### config.mk
export PLATFORM = sky130hd
export DESIGN_NAME = duplicate_message_suppressor_core
export DESIGN_NICKNAME = d
export VERILOG_FILES = /design/src/hw/rtl/dms_pkg.sv /design/src/hw/rtl/dms_ram.sv /design/src/hw/rtl/dms_datapath.sv /design/src/hw/rtl/dms_ctrl.sv /design/src/hw/rtl/duplicate_message_suppressor_core.sv
export SDC_FILE = /design/constraint.sdc
export NUM_CORES = 1
export LEC_CHECK = 0
export BUFFER_PORTS_ARGS = -buffer_cell sky130_fd_sc_hd__buf_4
export CORE_UTILIZATION = 51
export DETAILED_ROUTE_END_ITERATION = 10
export GPL_ROUTABILITY_DRIVEN = 0
export PLACE_DENSITY = 0.64
export SYNTH_ARGS = -nofsm -noshare
export SYNTH_HDL_FRONTEND = slang
export SYNTH_SLANG_ARGS = --single-unit
### constraint.sdc
create_clock -name i_clk -period 10.5 [get_ports i_clk]
set_input_delay 0.525 -clock i_clk [delete_from_list [all_inputs] [get_ports i_clk]]
set_output_delay 0.525 -clock i_clk [all_outputs]
set_load 0.01 [all_outputs]
### src/hw/rtl/dms_pkg.sv
package dms_pkg;

    localparam int TS_W         = 31;
    localparam int MK_W         = 32;
    localparam int WIN_W        = 16;
    localparam int DEPTH_DEF    = 16;
    localparam int KEY_BITS_DEF = 32;

    localparam logic [WIN_W-1:0] WINDOW_RESET = 16'd10;

    typedef struct packed {
        logic load;
        logic pop;
        logic inc_idx;
        logic append;
        logic set_res;
        logic res_allow;
        logic res_ovf;
        logic load_out;
    } t_cmd;

    typedef struct packed {
        logic count_zero;
        logic expired;
        logic idx_end;
        logic full;
        logic match;
    } t_status;

endpackage

### src/hw/rtl/dms_ram.sv
module dms_ram #(
    parameter int WIDTH = 8,
    parameter int DEPTH = 16
) (
    input  logic                     i_clk,
    input  logic                     i_we,
    input  logic [$clog2(DEPTH)-1:0] i_waddr,
    input  logic [WIDTH-1:0]         i_wdata,
    input  logic [$clog2(DEPTH)-1:0] i_raddr,
    output logic [WIDTH-1:0]         o_rdata
);

    logic [WIDTH-1:0] r_mem [DEPTH];
    logic [WIDTH-1:0] r_rdata;

    always_ff @(posedge i_clk) begin
        if (i_we) begin
            r_mem[i_waddr] <= i_wdata;
        end
        r_rdata <= r_mem[i_raddr];
    end

    assign o_rdata = r_rdata;

endmodule

### src/hw/rtl/dms_datapath.sv
module dms_datapath
    import dms_pkg::*;
#(
    parameter int DEPTH    = DEPTH_DEF,
    parameter int KEY_BITS = KEY_BITS_DEF
) (
    input  logic             i_clk,
    input  logic             i_rst_n,
    input  logic             i_cfg_valid,
    input  logic [WIN_W-1:0] i_cfg_data,
    input  logic [TS_W-1:0]  i_timestamp,
    input  logic [MK_W-1:0]  i_message_key,
    input  t_cmd             i_cmd,
    output t_status          o_st,
    output logic             o_allow,
    output logic             o_overflow
);

    localparam int KW = (KEY_BITS < MK_W) ? KEY_BITS : MK_W;
    localparam int AW = $clog2(DEPTH);
    localparam int CW = $clog2(DEPTH + 1);
    localparam logic [CW-1:0] DEPTH_C = CW'(DEPTH);
    localparam logic [CW:0]   DEPTH_S = (CW + 1)'(DEPTH);
    localparam logic [AW-1:0] LAST_A  = AW'(DEPTH - 1);

    logic [TS_W-1:0]  r_ts;
    logic [KW-1:0]    r_key;
    logic [AW-1:0]    r_head;
    logic [CW-1:0]    r_count;
    logic [CW-1:0]    r_idx;
    logic [WIN_W-1:0] r_window;
    logic             r_res_allow;
    logic             r_res_ovf;
    logic             r_allow;
    logic             r_overflow;

    logic [CW:0]         w_rsum;
    logic [CW:0]         w_wsum;
    logic [AW-1:0]       w_raddr;
    logic [AW-1:0]       w_waddr;
    logic [KW+TS_W-1:0]  w_rdata;
    logic [KW-1:0]       w_rkey;
    logic [TS_W-1:0]     w_rtime;
    logic [TS_W-1:0]     w_age;

    // ring slot of head plus an offset
    always_comb begin
        w_rsum  = {{(CW + 1 - AW){1'b0}}, r_head} + {1'b0, r_idx};
        w_wsum  = {{(CW + 1 - AW){1'b0}}, r_head} + {1'b0, r_count};
        w_raddr = (w_rsum >= DEPTH_S) ? AW'(w_rsum - DEPTH_S) : AW'(w_rsum);
        w_waddr = (w_wsum >= DEPTH_S) ? AW'(w_wsum - DEPTH_S) : AW'(w_wsum);
    end

    dms_ram #(
        .WIDTH (KW + TS_W),
        .DEPTH (DEPTH)
    ) u_ram (
        .i_clk   (i_clk),
        .i_we    (i_cmd.append),
        .i_waddr (w_waddr),
        .i_wdata ({r_key, r_ts}),
        .i_raddr (w_raddr),
        .o_rdata (w_rdata)
    );

    assign w_rkey  = w_rdata[KW+TS_W-1:TS_W];
    assign w_rtime = w_rdata[TS_W-1:0];
    assign w_age   = r_ts - w_rtime;

    always_comb begin
        o_st.count_zero = (r_count == '0);
        o_st.expired    = (r_ts >= w_rtime)
                          ? (w_age >= {{(TS_W - WIN_W){1'b0}}, r_window})
                          : (r_window == '0);
        o_st.idx_end    = (r_idx == r_count);
        o_st.full       = (r_count == DEPTH_C);
        o_st.match      = (w_rkey == r_key);
    end

    always_ff @(posedge i_clk) begin
        if (!i_rst_n) begin
            r_head   <= '0;
            r_count  <= '0;
            r_idx    <= '0;
            r_window <= WINDOW_RESET;
        end else begin
            if (i_cfg_valid) begin
                r_window <= i_cfg_data;
            end
            if (i_cmd.load) begin
                r_idx <= '0;
            end else if (i_cmd.inc_idx) begin
                r_idx <= r_idx + 1'b1;
            end
            if (i_cmd.pop) begin
                r_head  <= (r_head == LAST_A) ? '0 : r_head + 1'b1;
                r_count <= r_count - 1'b1;
            end else if (i_cmd.append) begin
                r_count <= r_count + 1'b1;
            end
        end
    end

    always_ff @(posedge i_clk) begin
        if (i_cmd.load) begin
            r_ts  <= i_timestamp;
            r_key <= i_message_key[KW-1:0];
        end
        if (i_cmd.set_res) begin
            r_res_allow <= i_cmd.res_allow;
            r_res_ovf   <= i_cmd.res_ovf;
        end
        if (i_cmd.load_out) begin
            r_allow    <= r_res_allow;
            r_overflow <= r_res_ovf;
        end
    end

    assign o_allow    = r_allow;
    assign o_overflow = r_overflow;

endmodule

### src/hw/rtl/dms_ctrl.sv
module dms_ctrl
    import dms_pkg::*;
(
    input  logic    i_clk,
    input  logic    i_rst_n,
    input  logic    i_in_valid,
    output logic    o_in_ready,
    output logic    o_out_valid,
    input  logic    i_out_ready,
    input  t_status i_st,
    output t_cmd    o_cmd
);

    typedef enum logic [2:0] {
        S_IDLE,
        S_RET_RD,
        S_RET_CHK,
        S_SRCH_RD,
        S_SRCH_CHK,
        S_DONE
    } t_state;

    t_state r_state, n_state;
    logic   r_out_valid, n_out_valid;

    assign o_in_ready = (r_state == S_IDLE);

    always_comb begin
        n_state     = r_state;
        n_out_valid = r_out_valid && !i_out_ready;
        o_cmd       = '0;
        case (r_state)
            S_IDLE: begin
                if (i_in_valid) begin
                    o_cmd.load = 1'b1;
                    n_state    = S_RET_RD;
                end
            end
            S_RET_RD: begin
                n_state = i_st.count_zero ? S_SRCH_RD : S_RET_CHK;
            end
            S_RET_CHK: begin
                if (i_st.expired) begin
                    o_cmd.pop = 1'b1;
                    n_state   = S_RET_RD;
                end else begin
                    n_state = S_SRCH_RD;
                end
            end
            S_SRCH_RD: begin
                if (i_st.idx_end) begin
                    o_cmd.set_res = 1'b1;
                    if (i_st.full) begin
                        o_cmd.res_ovf = 1'b1;
                    end else begin
                        o_cmd.res_allow = 1'b1;
                        o_cmd.append    = 1'b1;
                    end
                    n_state = S_DONE;
                end else begin
                    n_state = S_SRCH_CHK;
                end
            end
            S_SRCH_CHK: begin
                if (i_st.match) begin
                    o_cmd.set_res = 1'b1;
                    n_state       = S_DONE;
                end else begin
                    o_cmd.inc_idx = 1'b1;
                    n_state       = S_SRCH_RD;
                end
            end
            S_DONE: begin
                if (!r_out_valid || i_out_ready) begin
                    o_cmd.load_out = 1'b1;
                    n_out_valid    = 1'b1;
                    n_state        = S_IDLE;
                end
            end
            default: begin
                n_state = S_IDLE;
            end
        endcase
    end

    always_ff @(posedge i_clk) begin
        if (!i_rst_n) begin
            r_state     <= S_IDLE;
            r_out_valid <= 1'b0;
        end else begin
            r_state     <= n_state;
            r_out_valid <= n_out_valid;
        end
    end

    assign o_out_valid = r_out_valid;

endmodule

### src/hw/rtl/duplicate_message_suppressor_core.sv
// Channel   Direction  Handshake                  Word
// in        input      i_in_valid / o_in_ready    i_timestamp, i_message_key
// out       output     o_out_valid / i_out_ready  o_allow, o_overflow
// cfg       input      i_cfg_valid / o_cfg_ready  i_cfg_data (window)
//
// Each word is loaded, then the retire loop pops the oldest FIFO entry while it
// is expired, then the search loop compares the stored keys with the new key,
// and the retire and search loops each read one FIFO entry per read state and
// check state pair from the single-read-port store.
// Synchronous active-low reset empties the FIFO and sets the window to 10.
// A result held on a stalled output does not block the next input word;
// that word waits in its last step until the output register is free.
module duplicate_message_suppressor_core
    import dms_pkg::*;
#(
    parameter int DEPTH    = DEPTH_DEF,
    parameter int KEY_BITS = KEY_BITS_DEF
) (
    input  logic             i_clk,
    input  logic             i_rst_n,
    input  logic             i_in_valid,
    output logic             o_in_ready,
    input  logic [TS_W-1:0]  i_timestamp,
    input  logic [MK_W-1:0]  i_message_key,
    output logic             o_out_valid,
    input  logic             i_out_ready,
    output logic             o_allow,
    output logic             o_overflow,
    input  logic             i_cfg_valid,
    output logic             o_cfg_ready,
    input  logic [WIN_W-1:0] i_cfg_data
);

    t_cmd    w_cmd;
    t_status w_st;

    assign o_cfg_ready = 1'b1;

    dms_ctrl u_ctrl (
        .i_clk       (i_clk),
        .i_rst_n     (i_rst_n),
        .i_in_valid  (i_in_valid),
        .o_in_ready  (o_in_ready),
        .o_out_valid (o_out_valid),
        .i_out_ready (i_out_ready),
        .i_st        (w_st),
        .o_cmd       (w_cmd)
    );

    dms_datapath #(
        .DEPTH    (DEPTH),
        .KEY_BITS (KEY_BITS)
    ) u_dp (
        .i_clk         (i_clk),
        .i_rst_n       (i_rst_n),
        .i_cfg_valid   (i_cfg_valid),
        .i_cfg_data    (i_cfg_data),
        .i_timestamp   (i_timestamp),
        .i_message_key (i_message_key),
        .i_cmd         (w_cmd),
        .o_st          (w_st),
        .o_allow       (o_allow),
        .o_overflow    (o_overflow)
    );

    a_no_both: assert property (@(posedge i_clk) disable iff (!i_rst_n)
        o_out_valid |-> !(o_allow && o_overflow))
        else $error("allow and overflow both set");

    a_busy_after_accept: assert property (@(posedge i_clk) disable iff (!i_rst_n)
        (i_in_valid && o_in_ready) |=> !o_in_ready)
        else $error("ready again straight after accept");

    a_append_not_full: assert property (@(posedge i_clk) disable iff (!i_rst_n)
        w_cmd.append |-> !w_st.full)
        else $error("append into full FIFO");

    a_pop_not_empty: assert property (@(posedge i_clk) disable iff (!i_rst_n)
        w_cmd.pop |-> !w_st.count_zero)
        else $error("retire from empty FIFO");

endmodule
==> out/summary.md <==
## Cells and area
* **# fillers** 6717
* **multi-input gate area in the final layout** 11500 sq um
* **number of antenna cells inserted** 0
* **register area** 34200 sq um
* **layout cells sized above 1** 21.1%
* **Final nets** 2845
* **layout overhead on the synthesized area** 13.7%
* **Layout Cell Area excl Fill** 52700 sq um
* **Final Non-Filler Cells** 3974
* **final core utilization** 58.5%

## Floorplanning
* **die area** 92000 sq um
* **site row count** 110
* **horizontal extent of the die** 303 um
* **IO Pins** 89
* **initial core utilization** 51.5%
* **core footprint** 90000 sq um
* **die boundary height** 303 um

## Drt
* **total wire length after detailed routing** 107 mm
* **final routed wire length divided by cell count** 26.9 um
* **detailed-routing iteration count for the pre-antenna-repair pass** 5
* **detail-routed via count per cell** 6.02
* **initial detailed-routing violation count** 2370
* **post-detailed-route DRC marker count** 0
* **number of nets with antenna violations after detailed routing** 0
* **via count of the routed design** 23900

## Power and ir drop
* **share of power burned in combinational logic** 7.5%
* **sequential share of power** 52.5%
* **worst voltage drop across the vdd grid** 0.000170 V
* **clock network fraction of total power** 40.0%
* **Pleak** 0.0177 uW
* **switching part of the total power** 22.2%
* **net load switching power** 2270 uW
* **cell internal pwr** 7970 uW
* **power density relative to cell area** 194 nW/um^2

## Timing
* **total negative setup slack** 0 ns
* **total count of max-transition violations in the final report** 0
* **max-slew headroom at the worst pin** 25.5%
* **unrepaired setup endpoints after global routing** false
* **final clock skew** 0.0391 ns
* **final setup violation count** 0
* **final worst path period share** 57.3%
* **transition time at the pin with the least slew margin** 1.12 ns
* **count of endpoints failing hold in the final timing report** 0
* **maximum clock rate** 0.166 GHz
* **Min Hold Slack** 0.0389 ns
* **final critical path time including I/O delays and setup** 6.02 ns

## Logic synthesis
* **top post-synthesis cells by count** 1075 x sky130_fd_sc_hd__edfxtp_1, 307 x sky130_fd_sc_hd__nand2_1, 252 x sky130_fd_sc_hd__mux4_2
* **FF+latch count, synth** 1172
* **mean instance size in the synthesized netlist** 18.3 sq um
* **share of the synthesized area in the top cell type** 69.7%
* **number of warnings reported in the yosys synthesis log** 0
* **main area contributors after synthesis** sky130_fd_sc_hd__edfxtp_1 70%, sky130_fd_sc_hd__mux4_2 12%, sky130_fd_sc_hd__dfxtp_1 4.2%
* **proportion of synthesized chip area in sequential cells** 73.9%
* **Syn Inst Count** 2531
* **most instantiated library cell after synthesis** sky130_fd_sc_hd__edfxtp_1
* **number of nets produced by synthesis** 2677
* **most frequently used flop master after synthesis** sky130_fd_sc_hd__edfxtp_1
* **Synth area leader** sky130_fd_sc_hd__edfxtp_1
* **Async SR Flop Fraction** 0%
* **summed instance area of the synthesized netlist** 46300 sq um
* **Cell variety after synth** 76
* **EDFF count, synth** 1075

## Setup path
* **Crit Path Class** flip-flop to flip-flop
* **required time of the critical path** 11.05 ns
* **maximum fanout along the worst path** 17
* **arrival time at the worst endpoint** 6.57 ns
* **Critical Path Source** u_dp.r_ts[0]$_DFFE_PP_
* **type of destination of the critical path** flip-flop
* **category of the worst setup path launch point** flip-flop
* **RR Startpoint** u_dp.r_ts[0]$_DFFE_PP_

## CTS
* **clock latency on the worst-skew pair** 0.70 ns
* **largest buffer count on any clock path** 3
* **sinks on the clock net** 1172
* **CTS root buffer** sky130_fd_sc_hd__clkbuf_16
* **number of buffers created by CTS** 114
* **CTS tree** built
* **count of H-tree levels built during CTS** 3
* **clock-pin slew of the registers on the worst-case setup and hold paths** 0.06 ns

## Run
* **reported max-cap violation count** 0

## Worst hold path
* **worst min-delay path category** input pin to flip-flop
* **source of the worst hold timing path** i_timestamp[6]

## Placement
* **detailed placer's ending HPWL** 55.0 mm
* **count of placed standard cells including taps** 3714
* **total of buffers placed on input and output ports** 87
* **post-detailed-placement cell area** 48400 sq um

## Global routing
* **antenna violations before repair** 2
* **GRT overflow** 0
* **pin count of the biggest net entering global routing** 149
* **wire length of the first global-routing pass** 159 mm
* **total track usage** 23.8%
* **vias in the first global route** 24400

## Status
* **result of the run** complete, no violations

## per-layer routing
layer | up-vias | GRT usage, % | part of all wire [%]
met5 | - | 0 | 0.012
met4 | 2 | 6.29 | 2.4
met3 | 170 | 3.43 | 6.3
met2 | 856 | 37.4 | 47
met1 | 12500 | 35.4 | 44
li1 | 10400 | - | -
## worst paths after layout
path / depth (start not counted) / slack (ns) / endpoint
setup / recovery: 27 / 4.48 / u_dp.r_count[4]$_SDFFE_PN0P_
hold / removal: 1 / 0.04 / u_dp.r_ts[6]$_DFFE_PP_
setup reg to reg: 27 / 4.48 / u_dp.r_count[4]$_SDFFE_PN0P_
hold reg to reg: 0 / 0.43 / u_dp.o_overflow$_DFFE_PP_
## cells by family after synthesis
family	synth area share [%]
XOR/XNOR	1.40
adder cells (fa/ha/maj)	1.74
other	0.00810
flip-flops	73.9
AO/OA/AOI/OAI	3.05
multiplexers	12.8
AND/OR/NAND/NOR	5.44
buffers and inverters	1.71
## stage by stage
step,worst slack [ns],power (uW)
4_1_cts,4.50,10300
2_1_floorplan,5.40,5990
3_5_place_dp,4.53,6230
6_report,4.48,10200
5_1_grt,4.01,10600
3_3_place_gp,4.80,6210
## layout by cell type (no fill, tap or decap), types with 6 or more instances in the layout
cell type and n:
sky130_fd_sc_hd__a21o_1 14, sky130_fd_sc_hd__a21oi_1 47, sky130_fd_sc_hd__a31oi_1 71, sky130_fd_sc_hd__and3_1 64, sky130_fd_sc_hd__buf_4 120, sky130_fd_sc_hd__bufinv_16 12
sky130_fd_sc_hd__clkbuf_1 30, sky130_fd_sc_hd__clkbuf_16 115, sky130_fd_sc_hd__clkbuf_8 9, sky130_fd_sc_hd__clkinv_1 25, sky130_fd_sc_hd__clkinv_2 15, sky130_fd_sc_hd__dfxtp_1 97
sky130_fd_sc_hd__dlygate4sd3_1 45, sky130_fd_sc_hd__edfxtp_1 1075, sky130_fd_sc_hd__ha_1 57, sky130_fd_sc_hd__inv_1 63, sky130_fd_sc_hd__mux2i_1 22, sky130_fd_sc_hd__mux4_2 252
sky130_fd_sc_hd__nand2_1 307, sky130_fd_sc_hd__nand2b_1 13, sky130_fd_sc_hd__nand3_1 19, sky130_fd_sc_hd__nand4_1 24, sky130_fd_sc_hd__nor2_1 60, sky130_fd_sc_hd__nor2_4 16
sky130_fd_sc_hd__nor2b_1 6, sky130_fd_sc_hd__nor3_1 8, sky130_fd_sc_hd__nor4_1 7, sky130_fd_sc_hd__o211ai_1 6, sky130_fd_sc_hd__o21ai_0 26, sky130_fd_sc_hd__xnor2_1 53
sky130_fd_sc_hd__xor2_1 15
## power by group through the flow
| stage | sequential, uW | clock [uW] | combinational [uW] |
|---|---|---|---|
| after CTS | 5370 | 4160 | 773 |
| after floorplan | 5420 | 0 | 570 |
| final | 5380 | 4090 | 768 |
| after global routing | 5390 | 4330 | 840 |
| after global placement | 5460 | 0 | 749 |
| after detailed placement | 5470 | 0 | 757 |
## what timing repair did
item                      CTS  global route
hold buffers               44             1
setup buffers               0             0
hold endpoints to repair   44             1
resized for setup           0             0
## critical path: stages (launching register included)
cell and delay [ns]:
sky130_fd_sc_hd__edfxtp_1 0.64, sky130_fd_sc_hd__inv_1 0.09, sky130_fd_sc_hd__ha_1 0.24, sky130_fd_sc_hd__fa_1 0.42, sky130_fd_sc_hd__nand2b_1 0.19, sky130_fd_sc_hd__a21o_1 0.21
sky130_fd_sc_hd__and2_2 0.20, sky130_fd_sc_hd__o21ai_0 0.28, sky130_fd_sc_hd__a21o_1 0.17, sky130_fd_sc_hd__a21oi_1 0.07, sky130_fd_sc_hd__xnor2_1 0.14, sky130_fd_sc_hd__ha_1 0.32
sky130_fd_sc_hd__a21oi_1 0.16, sky130_fd_sc_hd__a21oi_1 0.09, sky130_fd_sc_hd__o41ai_1 0.36, sky130_fd_sc_hd__nand4_1 0.14, sky130_fd_sc_hd__a211oi_1 0.17, sky130_fd_sc_hd__and4_1 0.29
sky130_fd_sc_hd__a41oi_4 0.20, sky130_fd_sc_hd__nand2_2 0.18, sky130_fd_sc_hd__inv_1 0.11, sky130_fd_sc_hd__ha_1 0.35, sky130_fd_sc_hd__nor2b_1 0.15, sky130_fd_sc_hd__o21ai_0 0.21
sky130_fd_sc_hd__nand2b_1 0.15, sky130_fd_sc_hd__nand4b_1 0.13, sky130_fd_sc_hd__o21a_1 0.14, sky130_fd_sc_hd__o311ai_1 0.09
## area by class of cell
class | count | area share, %
inverters | 64 | 0.456
clock buffers | 154 | 5.91
clock inverters | 61 | 1.28
repair buffers | 169 | 2.72
multi-input cells | 1178 | 21.9
flip-flops and latches | 1172 | 65.0
well taps | 1176 | 2.79
## registers in the layout, summed over array words and instances (netlist names)
name                count
u_dp.r_count            5
u_ctrl.r_state          3
u_dp.r_res_ovf          1
u_dp.r_head             4
u_ctrl.o_out_valid      1
u_dp.o_allow            1
u_dp.r_idx              5
u_dp.u_ram.o_rdata     63
u_dp.u_ram.r_mem     1008
u_dp.r_ts              31
u_dp.r_window          16
u_dp.o_overflow         1
u_dp.r_res_allow        1
u_dp.r_key             32
No activity file was read; power rests on OpenSTA's default activity.
